--- src/hw/rtl/project_point_to_pixel_macros.svh ---
// Assertion macros shared by the point-to-pixel RTL.
`ifndef PROJECT_POINT_TO_PIXEL_MACROS_SVH
`define PROJECT_POINT_TO_PIXEL_MACROS_SVH

// Same-cycle implication, sampled on clk, off while arst_n is low.
`define PTP_ASSERT_NOW(lbl, ante, cons, msg) \
	lbl: assert property (@(posedge clk) disable iff (!arst_n) (ante) |-> (cons)) \
		else $error(msg);

// Next-cycle implication, sampled on clk, off while arst_n is low.
`define PTP_ASSERT_NEXT(lbl, ante, cons, msg) \
	lbl: assert property (@(posedge clk) disable iff (!arst_n) (ante) |=> (cons)) \
		else $error(msg);

`endif

--- src/hw/rtl/ptp_pkg.sv ---
// Types and constants of the point-to-pixel projection pipeline.
`default_nettype none
package ptp_pkg;

	localparam int NUM_REGS = 6;
	localparam int REG_W    = 64;
	localparam int COEF_W   = 32;
	localparam int PT_W     = 32;
	localparam int PROD_W   = 64;
	localparam int PSUM_W   = 65;
	localparam int SUM_W    = 66;
	localparam int MAG_W    = 64;
	localparam int QBITS    = 16;
	localparam int PIX_W    = 16;
	localparam int IDX_W    = 3;

	localparam logic [IDX_W-1:0] REG_R0_C01 = 3'd0;
	localparam logic [IDX_W-1:0] REG_R0_C23 = 3'd1;
	localparam logic [IDX_W-1:0] REG_R1_C01 = 3'd2;
	localparam logic [IDX_W-1:0] REG_R1_C23 = 3'd3;
	localparam logic [IDX_W-1:0] REG_R2_C01 = 3'd4;
	localparam logic [IDX_W-1:0] REG_R2_C23 = 3'd5;

	localparam logic signed [PIX_W-1:0] PIX_MAX = 16'sh7FFF;
	localparam logic signed [PIX_W-1:0] PIX_MIN = 16'sh8000;

	typedef logic [NUM_REGS-1:0][REG_W-1:0] cfg_arr_t;

	// Divider work word: remainders, shared divisor, quotient bits and flags.
	typedef struct packed {
		logic [MAG_W-1:0] rem_u;
		logic [MAG_W-1:0] rem_v;
		logic [MAG_W-1:0] den;
		logic [QBITS-1:0] quo_u;
		logic [QBITS-1:0] quo_v;
		logic             neg_u;
		logic             neg_v;
		logic             ovf_u;
		logic             ovf_v;
		logic             dzero;
	} div_t;

endpackage
`default_nettype wire

--- src/hw/rtl/ptp_div_step.sv ---
// One restoring-division stage for both pixel quotients; top stage checks overflow.
`default_nettype none
module ptp_div_step #(
	parameter int BIT = 0
) (
	input  wire logic           clk,
	input  wire logic           arst_n,
	input  wire logic           up_valid,
	output logic                up_stall,
	input  wire ptp_pkg::div_t  up_data,
	output logic                dn_valid,
	input  wire logic           dn_stall,
	output ptp_pkg::div_t       dn_data
);
	import ptp_pkg::*;

	localparam bit               IS_OVF   = (BIT == QBITS);
	localparam logic [3:0]       QIDX     = 4'(BIT % QBITS);
	localparam logic [MAG_W-1:0] LOW_MASK = (MAG_W'(1) << BIT) - MAG_W'(1);

	logic             v_s1;
	div_t             d_s1;
	div_t             nxt;
	logic             hold;
	logic [MAG_W:0]   diff_u, diff_v;
	logic             ge_u, ge_v;

	assign hold     = v_s1 && dn_stall;
	assign up_stall = hold;
	assign dn_valid = v_s1;
	assign dn_data  = d_s1;

	// rem >= den << BIT  is  (rem >> BIT) >= den
	assign diff_u = {1'b0, up_data.rem_u >> BIT} - {1'b0, up_data.den};
	assign diff_v = {1'b0, up_data.rem_v >> BIT} - {1'b0, up_data.den};
	assign ge_u   = !diff_u[MAG_W];
	assign ge_v   = !diff_v[MAG_W];

	always_comb begin
		nxt = up_data;
		if (IS_OVF) begin
			nxt.ovf_u = ge_u;
			nxt.ovf_v = ge_v;
		end else begin
			nxt.quo_u[QIDX] = ge_u;
			nxt.quo_v[QIDX] = ge_v;
			if (ge_u)
				nxt.rem_u = (diff_u[MAG_W-1:0] << BIT) | (up_data.rem_u & LOW_MASK);
			if (ge_v)
				nxt.rem_v = (diff_v[MAG_W-1:0] << BIT) | (up_data.rem_v & LOW_MASK);
		end
	end

	always_ff @(posedge clk or negedge arst_n) begin
		if (!arst_n) begin
			v_s1 <= 1'b0;
		end else if (!hold) begin
			v_s1 <= up_valid;
		end
	end

	always_ff @(posedge clk) begin
		if (!hold) d_s1 <= nxt;
	end

endmodule
`default_nettype wire

--- config.mk ---
export PLATFORM = sky130hd
export DESIGN_NAME = ptp_div_step
export DESIGN_NICKNAME = d
export VERILOG_FILES = /design/src/hw/rtl/project_point_to_pixel_macros.svh /design/src/hw/rtl/ptp_pkg.sv /design/src/hw/rtl/ptp_div_step.sv
export SDC_FILE = /design/constraint.sdc
export NUM_CORES = 1
export LEC_CHECK = 0
export BUFFER_PORTS_ARGS = -buffer_cell sky130_fd_sc_hd__buf_2
export CORE_AREA = 2 2 183 185
export DETAILED_ROUTE_END_ITERATION = 12
export DIE_AREA = 0 0 185 187
export GPL_ROUTABILITY_DRIVEN = 0
export GPL_TIMING_DRIVEN = 0
export PLACE_DENSITY = 0.78
export SKIP_CTS_REPAIR_TIMING = 1
export SLEW_MARGIN = 25
export SYNTH_ARGS = -nofsm -noshare
export SYNTH_HDL_FRONTEND = slang
export SYNTH_SLANG_ARGS = --single-unit
--- constraint.sdc ---
create_clock -name clk -period 14.7 [get_ports clk]
set_input_delay 2.205 -clock clk [delete_from_list [all_inputs] [get_ports clk]]
set_output_delay 2.205 -clock clk [all_outputs]
set_load 0.05 [all_outputs]
==> reports/metrics.cfg <==
[sta]
rsz0062_at_grt = no
relSlewSlack_pct = 30.9
timing.final.crit_share_pct = 48.6
timing.fmax_ghz = 0.140
hold_violations = 0
finalSetupViolations = 0
skew_ps = 11.9
tns_ps = 0
worst_slew_pin_slew_ps = 1010
fin_crit_ps = 7140
finalMaxSlewViolations = 0
setup_slack_ps = 7560

[logic_synthesis]
ys_ff_latch = 230
syn_inst = 1581
synth_nets = 1944
syn_avg_cell_area_um2 = 10.5
synth_edf_count = 229
synth_area_um2 = 16600
yosysSeqAreaShare_pct = 41.6
ys_types = 74
synth_top_cell_area_share_pct = 41.4
postSynth.asyncResetShare_pct = 0.435
ys_warn_count = 0
synthFlopType = edfxtp_1
synth_area_leaders = edfxtp_1, ha_1, mux2_2, a21oi_1, xnor2_1
yosysTopAreaCell = edfxtp_1

[power]
p_int_w = 0.00154
ir_drop_mv = 0.125
total_leakage_power_nw = 9.27
clkPwrFrac_pct = 28.2
switching_share_pct = 37.6
p_total_w = 0.00247
power_density_nw_per_um2 = 120
p_sw_w = 0.000928
power_frac_seq_pct = 34.2
p_comb_share_pct = 37.6

[route]
drt-pass1-iter-count = 7
finalWirelength_um = 50600
wl_per_cell_um = 19.8
ant_nets = 0
via_count = 14600
route.detailed.drc = 0
drt_iter0_drc = 1039
viasPerCell = 5.74

[setup_path]
critPathRequiredTime_ps = 15000
critPathKind = in2reg
critPathLaunchType = input pin
cp_data_arrival_time_ps = 7450
reg2reg_slack_ps = 12640
rr_worst_depth = 4
r2r_end = dn_data[201]
cp_max_fo = 10
r2r_start = dn_valid
worstSetupEndpointType = flip-flop

[global_route]
grtUsageMet2_pct = 48.8
grt_pass1_wl_um = 76700
antenna_found_initial = 11
grt_overflow = 0
grt-busiest-layer = met2
use_met3_pct = 5.47
first_global_vias = 14400
grt_max_degree = 58
track_usage_pct = 28.3
grtUsageMet1_pct = 34.6

[clock_tree]
cts_sinks = 230
cts-htree-levels = 1
numCtsBuffers = 26
cts_root_buffer = clkbuf_16
cts_tree = done
clock_latency_ps = 560
path_clk_slew_ps = 60
clk_path_buf_depth = 3

[die]
start_util_pct = 50.5
dieArea_um2 = 34600
core_area_um2 = 32900
io-pin-count = 464
die_x_um = 185
rows = 67
die_h_um = 187

[layout]
area_delta_synth_final_pct = 23.6
final_common_cell = buf_2
final_nets = 2437
finalInstanceArea_um2 = 20500
final_cell_mix = buf_2, edfxtp_1, a21oi_1
drive_gt1_share_pct = 31.5

[worst_hold_path]
whs_endpoint = dn_data[25]
holdPathStages = 1
hp-class = reg2reg
hold_start = dn_valid

[placed_design]
dpl_cell_area_um2 = 19600
dp_hpwl_um = 40400
portBuffers = 461
pre_cts_ws_ps = 7120

[job]
maxCapViolations = 0

[run_status]
outcome = finished, final reports clean

[synthesized netlist by cell type (all sizes together) (25+ instances only)]
cell and number:
edfxtp 229, a21oi 146, ha 128, mux2 118, inv 114, nand2 95
a21o 77, xnor2 76, o21ai 70, nor2 68, clkbuf 59, xor2 39
nand4 37, o21bai 37, nand3 25
[through the flow]
stage,instances,hold slack (ps),util (%)
final,2551,887,62.4
after global routing,2548,947,62.4
after CTS,2542,903,62.4
after detailed placement,2494,894,59.6
after global placement,2490,1990,59.2
after floorplan,1581,1910,-
[kinds of logic (layout without fill, tap and decap cells)]
logic type / Yosys count / after routing / share of synthesized area (%)
AOI/OAI and AO/OA: 454 / 454 / 17.9
xor gates and xnor gates: 115 / 115 / 6.07
adders and majority gates: 130 / 130 / 9.89
buffers and inverters: 190 / 703 / 4.93
DFF: 230 / 230 / 41.6
muxes: 129 / 129 / 9.67
other: 0 / 9 / 0
and+or+nand+nor: 333 / 333 / 9.98
[flip-flops by register name, indices dropped and copies added, names as in the netlist]
register,flops
dn_data,229
dn_valid,1
[per-layer routing]
| layer | vias to the layer above | share of wire (%) |
|---|---|---|
| met5 | - | 0.077 |
| met4 | 6 | 3.6 |
| met3 | 120 | 8.7 |
| met2 | 707 | 48 |
| met1 | 6891 | 39 |
| li1 | 6919 | - |
[critical path: stages]
cell and delay (ps):
buf_2 140, ha_1 230, fa_1 400, nand2b_1 190
a21o_1 190, a31oi_1 500, a31o_2 310, a41oi_1 300
o21ai_1 750, a41oi_1 400, o221ai_1 330, o22a_1 240
buf_2 370, buf_2 470, mux2_2 390
[final cells by class]
class | instances | area, µm²
plain buffers | 76 | 390
clock buffers | 30 | 666
fillers | 2701 | 12300
multi-input cells | 1161 | 8890
well taps | 448 | 561
clock inverters | 18 | 236
inverters | 114 | 428
diodes | 9 | 22.5
flip-flops and latches | 230 | 6900
repair buffers | 465 | 2420
[how the worst max path moves through the flow]
| stage | startpoint | endpoint | cells after the start |
|---|---|---|---|
| final | up_data[37] | dn_data[224] | 15 |
| after global routing | up_data[37] | dn_data[224] | 15 |
| after CTS | up_data[37] | dn_data[227] | 15 |
| after detailed placement | up_data[37] | dn_data[227] | 15 |
| after global placement | dn_stall | up_stall | 4 |
| after floorplan | dn_stall | up_stall | 2 |
[power by group through the flow]
stage                     clock [W]  combinational, W  sequential (W)
after floorplan                   0          0.000407         0.00114
after global placement            0          0.000898        0.000870
after detailed placement          0          0.000916        0.000856
after CTS                  0.000707          0.000922        0.000844
after global routing       0.000726          0.000988        0.000850
final                      0.000694          0.000928        0.000843
No activity file was read; power rests on OpenSTA's default activity.
