<file path="src/hw/rtl/project_point_to_pixel_macros.svh">
// Assertion macros shared by the point-to-pixel RTL.
`ifndef PROJECT_POINT_TO_PIXEL_MACROS_SVH
`define PROJECT_POINT_TO_PIXEL_MACROS_SVH

// Same-cycle implication, sampled on clk, off while arst_n is low.
`define PTP_ASSERT_NOW(lbl, ante, cons, msg) \
	lbl: assert property (@(posedge clk) disable iff (!arst_n) (ante) |-> (cons)) \
		else $error(msg);

// Next-cycle implication, sampled on clk, off while arst_n is low.
`define PTP_ASSERT_NEXT(lbl, ante, cons, msg) \
	lbl: assert property (@(posedge clk) disable iff (!arst_n) (ante) |=> (cons)) \
		else $error(msg);

`endif

</file>
<file path="src/hw/rtl/ptp_pkg.sv">
// Types and constants of the point-to-pixel projection pipeline.
`default_nettype none
package ptp_pkg;

	localparam int NUM_REGS = 6;
	localparam int REG_W    = 64;
	localparam int COEF_W   = 32;
	localparam int PT_W     = 32;
	localparam int PROD_W   = 64;
	localparam int PSUM_W   = 65;
	localparam int SUM_W    = 66;
	localparam int MAG_W    = 64;
	localparam int QBITS    = 16;
	localparam int PIX_W    = 16;
	localparam int IDX_W    = 3;

	localparam logic [IDX_W-1:0] REG_R0_C01 = 3'd0;
	localparam logic [IDX_W-1:0] REG_R0_C23 = 3'd1;
	localparam logic [IDX_W-1:0] REG_R1_C01 = 3'd2;
	localparam logic [IDX_W-1:0] REG_R1_C23 = 3'd3;
	localparam logic [IDX_W-1:0] REG_R2_C01 = 3'd4;
	localparam logic [IDX_W-1:0] REG_R2_C23 = 3'd5;

	localparam logic signed [PIX_W-1:0] PIX_MAX = 16'sh7FFF;
	localparam logic signed [PIX_W-1:0] PIX_MIN = 16'sh8000;

	typedef logic [NUM_REGS-1:0][REG_W-1:0] cfg_arr_t;

	// Divider work word: remainders, shared divisor, quotient bits and flags.
	typedef struct packed {
		logic [MAG_W-1:0] rem_u;
		logic [MAG_W-1:0] rem_v;
		logic [MAG_W-1:0] den;
		logic [QBITS-1:0] quo_u;
		logic [QBITS-1:0] quo_v;
		logic             neg_u;
		logic             neg_v;
		logic             ovf_u;
		logic             ovf_v;
		logic             dzero;
	} div_t;

endpackage
`default_nettype wire

</file>
<file path="src/hw/rtl/ptp_sat.sv">
// Output stage: apply sign, saturate to 16 bits, force zero on zero depth.
`default_nettype none
`include "project_point_to_pixel_macros.svh"
module ptp_sat (
	input  wire logic                               clk,
	input  wire logic                               arst_n,
	input  wire logic                               up_valid,
	output logic                                    up_stall,
	input  wire ptp_pkg::div_t                      up_data,
	output logic                                    pixel_valid,
	input  wire logic                               pixel_stall,
	output logic signed [ptp_pkg::PIX_W-1:0]        pixel_u,
	output logic signed [ptp_pkg::PIX_W-1:0]        pixel_v,
	output logic                                    depth_zero,
	output logic                                    clipped
);
	import ptp_pkg::*;

	logic                    v_s1;
	logic signed [PIX_W-1:0] u_s1, v_pix_s1;
	logic                    dz_s1, clip_s1;
	logic                    hold;
	logic signed [PIX_W-1:0] u_c, v_c;
	logic                    cu_c, cv_c;

	function automatic logic [PIX_W:0] sat_one(input logic [QBITS-1:0] q,
			input logic neg, input logic ovf);
		logic [PIX_W:0] r;
		if (!neg) begin
			if (ovf || q[QBITS-1]) r = {1'b1, PIX_MAX};
			else                   r = {1'b0, PIX_W'(q)};
		end else begin
			if (ovf || (q > {1'b1, {(QBITS-1){1'b0}}})) r = {1'b1, PIX_MIN};
			else                                         r = {1'b0, PIX_W'(-q)};
		end
		return r;
	endfunction

	always_comb begin
		{cu_c, u_c} = sat_one(up_data.quo_u, up_data.neg_u, up_data.ovf_u);
		{cv_c, v_c} = sat_one(up_data.quo_v, up_data.neg_v, up_data.ovf_v);
	end

	assign hold        = v_s1 && pixel_stall;
	assign up_stall    = hold;
	assign pixel_valid = v_s1;
	assign pixel_u     = u_s1;
	assign pixel_v     = v_pix_s1;
	assign depth_zero  = dz_s1;
	assign clipped     = clip_s1;

	always_ff @(posedge clk or negedge arst_n) begin
		if (!arst_n) begin
			v_s1 <= 1'b0;
		end else if (!hold) begin
			v_s1 <= up_valid;
		end
	end

	always_ff @(posedge clk) begin
		if (!hold) begin
			dz_s1 <= up_data.dzero;
			if (up_data.dzero) begin
				u_s1     <= '0;
				v_pix_s1 <= '0;
				clip_s1  <= 1'b0;
			end else begin
				u_s1     <= u_c;
				v_pix_s1 <= v_c;
				clip_s1  <= cu_c || cv_c;
			end
		end
	end

	`PTP_ASSERT_NOW(a_zero_depth, pixel_valid && depth_zero,
		pixel_u == '0 && pixel_v == '0 && !clipped, "zero depth item has nonzero pixels")
	`PTP_ASSERT_NOW(a_clip_rail, pixel_valid && clipped,
		pixel_u == PIX_MAX || pixel_u == PIX_MIN || pixel_v == PIX_MAX || pixel_v == PIX_MIN,
		"clipped item has no pixel on a rail")
	`PTP_ASSERT_NEXT(a_load, up_valid && !up_stall, pixel_valid,
		"item taken into output stage was lost")

endmodule
`default_nettype wire

</file>
<file path="config.mk">
export PLATFORM = sky130hd
export DESIGN_NAME = ptp_sat
export DESIGN_NICKNAME = d
export VERILOG_FILES = /design/src/hw/rtl/ptp_pkg.sv /design/src/hw/rtl/ptp_sat.sv
export VERILOG_INCLUDE_DIRS = /design/src /design/src/hw/rtl
export SDC_FILE = /design/constraint.sdc
export NUM_CORES = 1
export LEC_CHECK = 0
export BUFFER_PORTS_ARGS = -buffer_cell sky130_fd_sc_hd__buf_2
export CORE_AREA = 2 2 105 107
export CTS_CLUSTER_DIAMETER = 120
export DETAILED_ROUTE_END_ITERATION = 16
export DIE_AREA = 0 0 107 109
export GPL_ROUTABILITY_DRIVEN = 0
export SETUP_SLACK_MARGIN = 0.15
export SLEW_MARGIN = 20
export SYNTH_ARGS = -nofsm -noshare
export SYNTH_HDL_FRONTEND = slang
export SYNTH_SLANG_ARGS = --single-unit
</file>
<file path="constraint.sdc">
create_clock -name clk -period 2 [get_ports clk]
set_clock_uncertainty 0.15 [all_clocks]
set_input_delay 0.4 -clock clk [delete_from_list [all_inputs] [get_ports clk]]
set_output_delay 0.4 -clock clk [all_outputs]
set_load 0.005 [all_outputs]
</file>
==> metrics, run 1 <==
Clk pwr share=26.4%; CP Launch Type=input pin; fin worst setup slack=-0.2725 ns; Critical Path End Type=flip-flop; Seq cells post-synth=35; number of synthesized flops with an enable pin=34; fin nets=634; Max Freq=between 400 and 500 MHz; Final ANT Viol Nets=0; Layout fillers=1,098; H-tree depth=2; CTS tree=yes; total track usage=13.15%; Num CTS Buffers=5; Die Area=11,660 sq um; first-pass GRT wire length=approximately 12 mm; Slew Viols, Final=0; final hold viol count=0; Worst-Skew Late Latency=~0.28 ns; DP Area=3348 sq um; Final Non-Filler Cells=540; headroom to the max-slew limit=67.70%; DR vias/cell=roughly 4.8; most frequent cells in the layout=buf_2 (72), buf_4 (69), edfxtp_1 (34), nor2_1 (29), nand2_1 (20); Avg Inst Size Synth=9.076 sq um; syn_nets=483; status=finished, violations left; actual slew at the worst max-slew pin=0.4845 ns; FF-to-FF End=pixel_u[10]$_SDFFCE_PP0N_; post-DP HPWL=5.903 mm; Max-cap violations=0; Final setup viols=17; FF-to-FF Start=pixel_valid$_DFFE_PN0N_; post-route cell area=slightly below 4000 sq um; P&R area growth vs syn=73.99%; crit path kind=in2reg; drt initial violations=~110; pin count of the biggest net entering global routing=22; Flop pwr share=45.7%; TritonRoute pass-1 iters=4; Root Driver=clkbuf_8; Worst-path clk slew=0.07 ns; Rows=38; P_sw=578.3 uW; HP Class=in2reg; commonest non-fill, non-tap cell in the layout=buf_2; Ys Warns=0; unique cell type count in the Yosys netlist=47; Worst Path Required=1.88 ns; grt total ovfl=0; I/O Buffers=76; period utilization=113.6%; failing checks=setup timing; Most used DFF post-synth=edfxtp_1; VDD IR max=192.8 uV; final wirelength=8.265 mm; die span in y=109 microns; min cycle time layout=2.272 ns; DR DRC count=0; Seq/Total Area, Yosys=46.47%; crit-path max FO=5; hold worst-path end=pixel_valid$_DFFE_PN0N_; initial antenna violation count=0; routed vias=2,579; critical path buffer and inverter count=3; Hold Path Origin=up_valid; Synth async-reset ratio=2.857%; clock buffer depth=2; power per cell area=501.9 nW/um^2; Worst EP arrival=2.16 ns; family with the most delay on the worst path=simple AND/OR/NAND/NOR gates; Leak=0.001609 uW; Die X=roughly 110 microns; Switching Share=between 20% and 30%; Avg WL per Cell=15.31 microns; area of the core=~11,000 sq um; Inserted Diodes=0; Int Pwr=1387 uW; RSZ-0062 raised after global routing=true; initial core utilization=between 20% and 30%; Mapped Cells=248; max incr delay on CP=0.54 ns; worst path cell trace=buf_8 > inv_4 > ha_4 > or3b_4 > or4_4 > buf_4 > nor3_4 > a311o_1 > a21oi_1; Place WS=-0.6405 ns; CTS Sinks=35; Post-Place Cells=~520; hold depth=2; share of cells above drive strength 1=56.25%; synthesized area=2251 sq um; Ports=approximately 270; r2r setup slk=around 0.70 ns; Combinational Power Share=27.9%; reg2reg path depth=2; vias in the first global route=around 2,400; Critical-path top delay cell=or4_4
-- Yosys cell counts (all sizes together) (2+ instances only) --
cell	instances	area, sq um
o22a	2	17.52
ha	2	25.02
buf	3	27.52
o41ai	2	17.52
nor2	31	116.4
edfxtp	34	1021
a211oi	3	22.52
nor3	21	105.1
or2	4	25.02
or3	14	87.58
clkbuf	12	48.80
a21oi	20	100.1
nand2b	3	18.77
inv	7	26.28
a21o	2	15.01
o21ai	10	53.80
xor2	2	17.52
nor4	12	75.07
or4	2	22.52
nand2	23	86.33
a311o	2	20.02
a31oi	11	68.82
a311oi	3	26.28
nand4b	3	26.28
-- timing repair --
item	4_1_cts	5_1_grt
gates cloned	0	0
pin swaps	23	27
hold buffers	1	0
buffers inserted	4	10
setup endpoints to repair	25	29
endpoints found under the hold margin	1	0
resized for setup	30	49
-- registers in the layout, indices dropped and copies added, names as in the netlist --
| signal | cells |
|---|---|
| pixel_valid | 1 |
| clipped | 1 |
| pixel_u | 16 |
| pixel_v | 16 |
| depth_zero | 1 |
-- cell type report --
cell class                      instances  area, sq um  share of cell area (%)
Clock buffer                            6        72.57                   1.853
Inverter                                8        52.55                   1.342
Sequential cell                        35         1046                   26.71
Timing Repair Buffer                  159         1100                   28.08
Multi-Input combinational cell        190         1458                   37.22
Tap cell                              140        175.2                   4.473
Clock inverter                          2        12.51                  0.3195
-- metal layers --
metal	GRT usage, %	vias up	part of all wire, %
met3	2.630	7	6.3
met4	4.267	0	1.1
met2	19.97	79	47
li1	-	1253	-
met1	18.72	1240	46
met5	0	-	0
-- power by group through the flow --
stage | Sequential (uW) | Clock [uW] | Combinational, uW
after global routing | 905 | 561 | 596
after CTS | 901 | 537 | 497
after global placement | 917 | 0 | 455
after floorplan | 924 | 0 | 177
after detailed placement | 915 | 0 | 463
final | 898 | 518 | 549
-- worst reg2reg max path, delay by kind of cell (launching register included) --
kind,cells,cell delay (ns)
buffers and inverters,1,0.28
DFF,1,0.38
and+or+nand+nor,1,0.20
-- kinds of logic (layout without fill, tap and decap cells) --
logic type / after synthesis / after routing / share of synthesized area, %
adders and majority gates: 2 / 2 / 1.112
buffers and inverters: 23 / 175 / 4.725
DFF: 35 / 35 / 46.47
and+or+nand+nor: 118 / 118 / 26.74
AOI/OAI and AO/OA: 66 / 66 / 19.35
muxes: 1 / 1 / 0.4447
xor gates and xnor gates: 3 / 3 / 1.168
-- worst max-delay path by stage --
stage	endpoint	cells past startpoint	from	slack, ns
after floorplan	pixel_u[10]$_SDFFCE_PP0N_	7	up_data[22]	-0.40
after global placement	pixel_u[10]$_SDFFCE_PP0N_	9	up_data[22]	-0.62
after detailed placement	pixel_u[1]$_SDFFCE_PP0N_	9	up_data[22]	-0.64
after CTS	pixel_u[10]$_SDFFCE_PP0N_	8	up_data[21]	-0.23
after global routing	pixel_u[1]$_SDFFCE_PP0N_	9	up_data[21]	-0.35
final	pixel_u[12]$_SDFFCE_PP0N_	9	up_data[21]	-0.27
-- metrics by stage --
stage | TNS [ns] | total power, uW | hold slack (ns) | util (%)
final | -2.666 | 1966 | 0.1913 | 36.94
after CTS | -1.775 | 1935 | 0.1959 | 34.08
after global placement | -10.20 | 1373 | 0.02782 | 31.58
after detailed placement | -11.07 | 1378 | 0.02643 | 31.58
after floorplan | -4.464 | 1101 | -0.04559 | -
after global routing | -3.599 | 2062 | 0.1911 | 36.94
No activity file was read; power rests on OpenSTA's default activity.
==> inputs of run 2 (changes only) <==
SETUP_SLACK_MARGIN = default   (was 0.15)
==> metrics, run 2 (synthesized netlist as in run 1, its figures left out) <==
Max Freq=436.5 MHz (was 440.0 MHz); P_sw=556.5 uW (was 578.3 uW); Critical Path End Type=flip-flop (unchanged); Root Driver=clkbuf_8 (unchanged); Crit. path cell count=8 (was 9); Final Non-Filler Cells=535 (was 540); Util after Layout=34.51% (was 36.94%); Num CTS Buffers=5 (unchanged); headroom to the max-slew limit=68.35% (was 67.70%); final wirelength=7.938 mm (was 8.265 mm); Switching Share=29.04% (was 29.42%); grt total ovfl=0 (unchanged); Combinational Power Share=26.3% (was 27.9%); DR DRC count=0 (unchanged); CTS Sinks=35 (unchanged); actual slew at the worst max-slew pin=0.4743 ns (was 0.4845 ns); r2r setup slk=0.77 ns (was 0.70 ns); failing checks=setup timing (unchanged); area of the core=10,600 sq um (unchanged); Avg WL per Cell=14.84 microns (was 15.31 microns); initial antenna violation count=1 (was 0); Slew Viols, Final=0 (unchanged); drt initial violations=208 (was 108); Place WS=-0.7027 ns (was -0.6405 ns); Int Pwr=1360 uW (was 1387 uW); HP Class=in2reg (unchanged); most frequent cells in the layout=buf_2 (74), buf_4 (70), edfxtp_1 (34), nor2_1 (30), nand2_1 (22) (was buf_2 (72), buf_4 (69), edfxtp_1 (34), nor2_1 (29), nand2_1 (20)); H-tree depth=2 (unchanged); status=finished, violations left (unchanged); min cycle time layout=2.291 ns (was 2.272 ns); Worst-Skew Late Latency=0.28 ns (about the same); die span in y=109 microns (unchanged); Rows=38 (unchanged); period utilization=114.5% (was 113.6%); total track usage=12.99% (was 13.15%); Worst Path Required=2.01 ns (was 1.88 ns); initial core utilization=21.23% (unchanged); Ports=269 (unchanged); pin count of the biggest net entering global routing=36 (was 22); Post-Place Cells=518 (was 517); Worst EP arrival=2.30 ns (was 2.16 ns); Flop pwr share=46.8% (was 45.7%); share of cells above drive strength 1=49.24% (was 56.25%); RSZ-0062 raised after global routing=true (unchanged); Worst-path clk slew=0.07 ns (about the same); TritonRoute pass-1 iters=4 (unchanged); reg2reg path depth=2 (unchanged); Die X=107 microns (unchanged); final hold viol count=0 (unchanged); WHS=0.1877 ns (was 0.1913 ns); fin nets=628 (was 634); Final ANT Viol Nets=0 (unchanged); worst path cell trace=buf_8 > inv_4 > ha_4 > or3b_4 > or4_4 > or3_1 > a21boi_2 > o221a_2 (was buf_8 > inv_4 > ha_4 > or3b_4 > or4_4 > buf_4 > nor3_4 > a311o_1 > a21oi_1); VDD IR max=212.1 uV (was 192.8 uV); family with the most delay on the worst path=simple AND/OR/NAND/NOR gates (unchanged); max incr delay on CP=0.54 ns (about the same); Critical-path top delay cell=or4_4 (unchanged); Leak=0.001529 uW (was 0.001609 uW); first-pass GRT wire length=11.88 mm (was 12.01 mm); Clk pwr share=26.9% (was 26.4%); P&R area growth vs syn=62.53% (was 73.99%); critical path buffer and inverter count=2 (was 3); Max-cap violations=0 (unchanged); I/O Buffers=76 (unchanged); fin worst setup slack=-0.2910 ns (was -0.2725 ns); CTS tree=yes (unchanged); vias in the first global route=2,330 (was 2,393); hold depth=2 (unchanged); Die Area=11,660 sq um (unchanged); CP Launch Type=input pin (unchanged); clock buffer depth=2 (unchanged); post-DP HPWL=5.790 mm (was 5.903 mm); crit-path max FO=5 (unchanged); power per cell area=523.9 nW/um^2 (was 501.9 nW/um^2); crit path kind=in2reg (unchanged); Final setup viols=15 (was 17); routed vias=2,496 (was 2,579); commonest non-fill, non-tap cell in the layout=buf_2 (unchanged); DR vias/cell=4.665 (was 4.776)
==> run 2: changes by cell type in the layout (fill, tap and decap cells not counted), sizes merged <==
cell	before	now
buf	158	152
clkinv	2	3
clkinvlp	1	0
diode	0	1
==> run 2: final timing paths <==
check                                        start                   endpoint
max                                    up_data[21]  pixel_u[10]$_SDFFCE_PP0N_
min                                       up_valid    pixel_valid$_DFFE_PN0N_
max reg2reg                pixel_valid$_DFFE_PN0N_  pixel_u[15]$_SDFFCE_PP0N_
min reg2reg                pixel_valid$_DFFE_PN0N_    pixel_valid$_DFFE_PN0N_
max in group asynchronous                   arst_n    pixel_valid$_DFFE_PN0N_
min in group asynchronous                   arst_n    pixel_valid$_DFFE_PN0N_
==> run 2: power by group through the flow <==
stage / combinational (uW) / sequential (uW) / clock [uW]
final: 503 / 897 / 516
after global routing: 546 / 903 / 560
after CTS: 477 / 899 / 529
after detailed placement: 456 / 913 / 0
after global placement: 451 / 915 / 0
after floorplan: 172 / 924 / 0
==> run 2: layout make-up <==
class | instances | area [sq um]
clock inverters | 2 | 7.507
repair buffers | 153 | 1026
inverters | 8 | 45.04
fillers | 1072 | 6944
flip-flops and latches | 35 | 1046
diodes | 1 | 2.502
multi-input cells | 190 | 1284
well taps | 140 | 175.2
clock buffers | 6 | 72.57
==> run 2: repair_timing <==
action                                  CTS  global route
hold buffers                              1             0
endpoints found under the setup margin   16            17
buffers inserted                          3             4
pin swaps                                16             6
resized for setup                        21            16
hold endpoints to repair                  1             0
==> run 2: layer usage <==
metal	wire length, microns	GRT usage (%)	part of all wire [%]	vias to the layer above
met5	0	0	0	-
met4	68	4.174	0.86	0
met3	536	4.244	6.8	4
met2	3679	20.02	46	74
met1	3655	17.27	46	1172
li1	-	-	-	1246
==> run 2: per-stage QoR <==
step	area [sq um]	TNS (ns)	total power [uW]
2_1_floorplan	2316	-4.464	1096
3_3_place_gp	3319	-10.08	1365
3_5_place_dp	3319	-11.20	1370
4_1_cts	3518	-2.045	1905
5_1_grt	3656	-3.522	2009
6_report	3659	-2.959	1917
==> inputs of run 3 (changes only) <==
CORE_AREA = 2 2 104 106   (was 2 2 105 107)
CTS_BUF_LIST = sky130_fd_sc_hd__clkbuf_8   (was default)
DIE_AREA = 0 0 106 108   (was 0 0 107 109)
==> metrics, run 3 (synthesized netlist as in run 1, its figures left out) <==
Root Driver=clkbuf_8 (unchanged); Max-cap violations=0 (unchanged); uppermost layer routed=met4 (unchanged); Die X=106 microns (was 107 microns); pin count of the biggest net entering global routing=22 (was 36); Hold Path Origin=up_valid (unchanged); post-DP HPWL=5.824 mm (was 5.790 mm); Post-Place Cells=510 (was 518); Max Freq=443.4 MHz (was 436.5 MHz); first-pass GRT wire length=11.90 mm (was 11.88 mm); CTS Sinks=35 (unchanged); area taken by multi-input logic gates=1254 sq um (was 1284 sq um); Final Non-Filler Cells=522 (was 535); final wirelength=7.769 mm (was 7.938 mm); hold worst-path end=pixel_valid$_DFFE_PN0N_ (unchanged); crit-path max FO=5 (unchanged); headroom to the max-slew limit=71.68% (was 68.35%); Avg WL per Cell=14.88 microns (was 14.84 microns); Worst-path clk slew=0.07 ns (about the same); Rows=37 (was 38); actual slew at the worst max-slew pin=0.4248 ns (was 0.4743 ns); commonest non-fill, non-tap cell in the layout=buf_2 (unchanged); status=finished, violations left (unchanged); DP Area=3272 sq um (was 3319 sq um); DR DRC count=0 (unchanged); CTS tree=yes (unchanged); vias in the first global route=2,379 (was 2,330); wl on met1=3.473 mm (was 3.655 mm); clock buffer depth=2 (unchanged); min cycle time layout=2.255 ns (was 2.291 ns); initial antenna violation count=0 (was 1); Num CTS Buffers=5 (unchanged); area of the core=10,230 sq um (was 10,600 sq um); fin worst setup slack=-0.2553 ns (was -0.2910 ns); Leak=0.001494 uW (was 0.001529 uW); Layout fillers=1,024 (was 1,072); DR vias/cell=4.875 (was 4.665); r2r setup slk=0.72 ns (was 0.77 ns); HP Class=in2reg (unchanged); P&R area growth vs syn=59.59% (was 62.53%); FF-to-FF Start=pixel_valid$_DFFE_PN0N_ (unchanged); Slew Viols, Final=0 (unchanged); I/O Buffers=76 (unchanged); Worst Path Required=2.02 ns (was 2.01 ns); Final setup viols=15 (unchanged); Worst-Skew Late Latency=0.29 ns (was 0.28 ns); drt initial violations=221 (was 208); initial core utilization=22.00% (was 21.23%); share of cells above drive strength 1=47.93% (was 49.24%); DR WL met3=697 microns (was 536 microns); crit path kind=in2reg (unchanged); Die Area=11,450 sq um (was 11,660 sq um); Inserted Diodes=0 (was 1); reg2reg path depth=2 (unchanged); Place WS=-0.6340 ns (was -0.7027 ns); TritonRoute pass-1 iters=4 (unchanged); total track usage=13.13% (was 12.99%); routed length on met2=3.497 mm (was 3.679 mm); power per cell area=575.5 nW/um^2 (was 523.9 nW/um^2); fin nets=620 (was 628); Sequential Area=1046 sq um (unchanged); grt total ovfl=0 (unchanged); Worst EP arrival=2.27 ns (was 2.30 ns); hold depth=2 (unchanged); H-tree depth=2 (unchanged); FF-to-FF End=pixel_u[10]$_SDFFCE_PP0N_ (was pixel_u[15]$_SDFFCE_PP0N_); post-route cell area=3592 sq um (was 3659 sq um); CP Launch Type=input pin (unchanged); RSZ-0062 raised after global routing=true (unchanged); Critical Path End Type=flip-flop (unchanged); routed vias=2,545 (was 2,496); Ports=269 (unchanged); VDD IR max=221.8 uV (was 212.1 uV); final hold viol count=0 (unchanged); failing checks=setup timing (unchanged); period utilization=112.8% (was 114.5%); Final ANT Viol Nets=0 (unchanged); most frequent cells in the layout=buf_2 (72), buf_4 (65), edfxtp_1 (34), nor2_1 (30), nand2_1 (21) (was buf_2 (74), buf_4 (70), edfxtp_1 (34), nor2_1 (30), nand2_1 (22)); die span in y=108 microns (was 109 microns)
==> run 3: worst max path at each step <==
stage / start / endpoint / slack [ns] / cells after the start
floorplan: up_data[22] / pixel_u[10]$_SDFFCE_PP0N_ / -0.40 / 7
global placement: up_data[22] / pixel_u[10]$_SDFFCE_PP0N_ / -0.60 / 8
detailed placement: up_data[22] / pixel_u[10]$_SDFFCE_PP0N_ / -0.63 / 8
CTS: up_data[21] / pixel_u[10]$_SDFFCE_PP0N_ / -0.20 / 8
global route: up_data[21] / pixel_u[10]$_SDFFCE_PP0N_ / -0.27 / 8
finish: up_data[21] / pixel_u[10]$_SDFFCE_PP0N_ / -0.26 / 8
==> run 3: per-stage QoR <==
step                setup TNS (ns)  utilization, %  total power, uW  hold slack (ns)
global route                -2.920           35.11             2156           0.1827
floorplan                   -4.464               -             1096         -0.04559
detailed placement          -10.67           31.98             1357          0.02698
global placement            -9.848           31.98             1352          0.02752
finish                      -2.068           35.11             2067           0.1657
CTS                         -1.922           33.52             2057           0.1790
==> run 3: report_power, final <==
part	leakage, uW	internal, uW	switching [uW]
Sequential	0.000370	880	16.1
Clock	0.0000612	404	285
Combinational	0.00106	229	253
==> run 3: per-layer routing <==
layer	up-vias	track usage [%]
met1	1210	17.94
li1	1227	-
met4	0	4.981
met3	8	4.099
met5	-	0
met2	100	19.45
==> run 3: timing repair <==
item                                    4_1_cts  5_1_grt
endpoints found under the setup margin       16       23
pin swaps                                     7       13
endpoints found under the hold margin         1        0
hold buffers                                  1        0
gates resized for setup                       8       30
buffers inserted                              0        3
==> run 3: worst max-delay path, stage by stage <==
cell and delay, ns:
buf_8 0.10, inv_4 0.05, ha_4 0.12, or3b_4 0.37, or4_4 0.54, or3_1 0.33
a21boi_1 0.16, o221a_2 0.20
==> run 3: final cells by class <==
cell class	instances	area share [%]
sequential	35	29.12
multi-input combinational	190	34.90
timing repair buffer	145	26.51
clock inverter	2	0.9753
inverter	8	1.463
tap	136	4.737
clock buffer	6	2.299
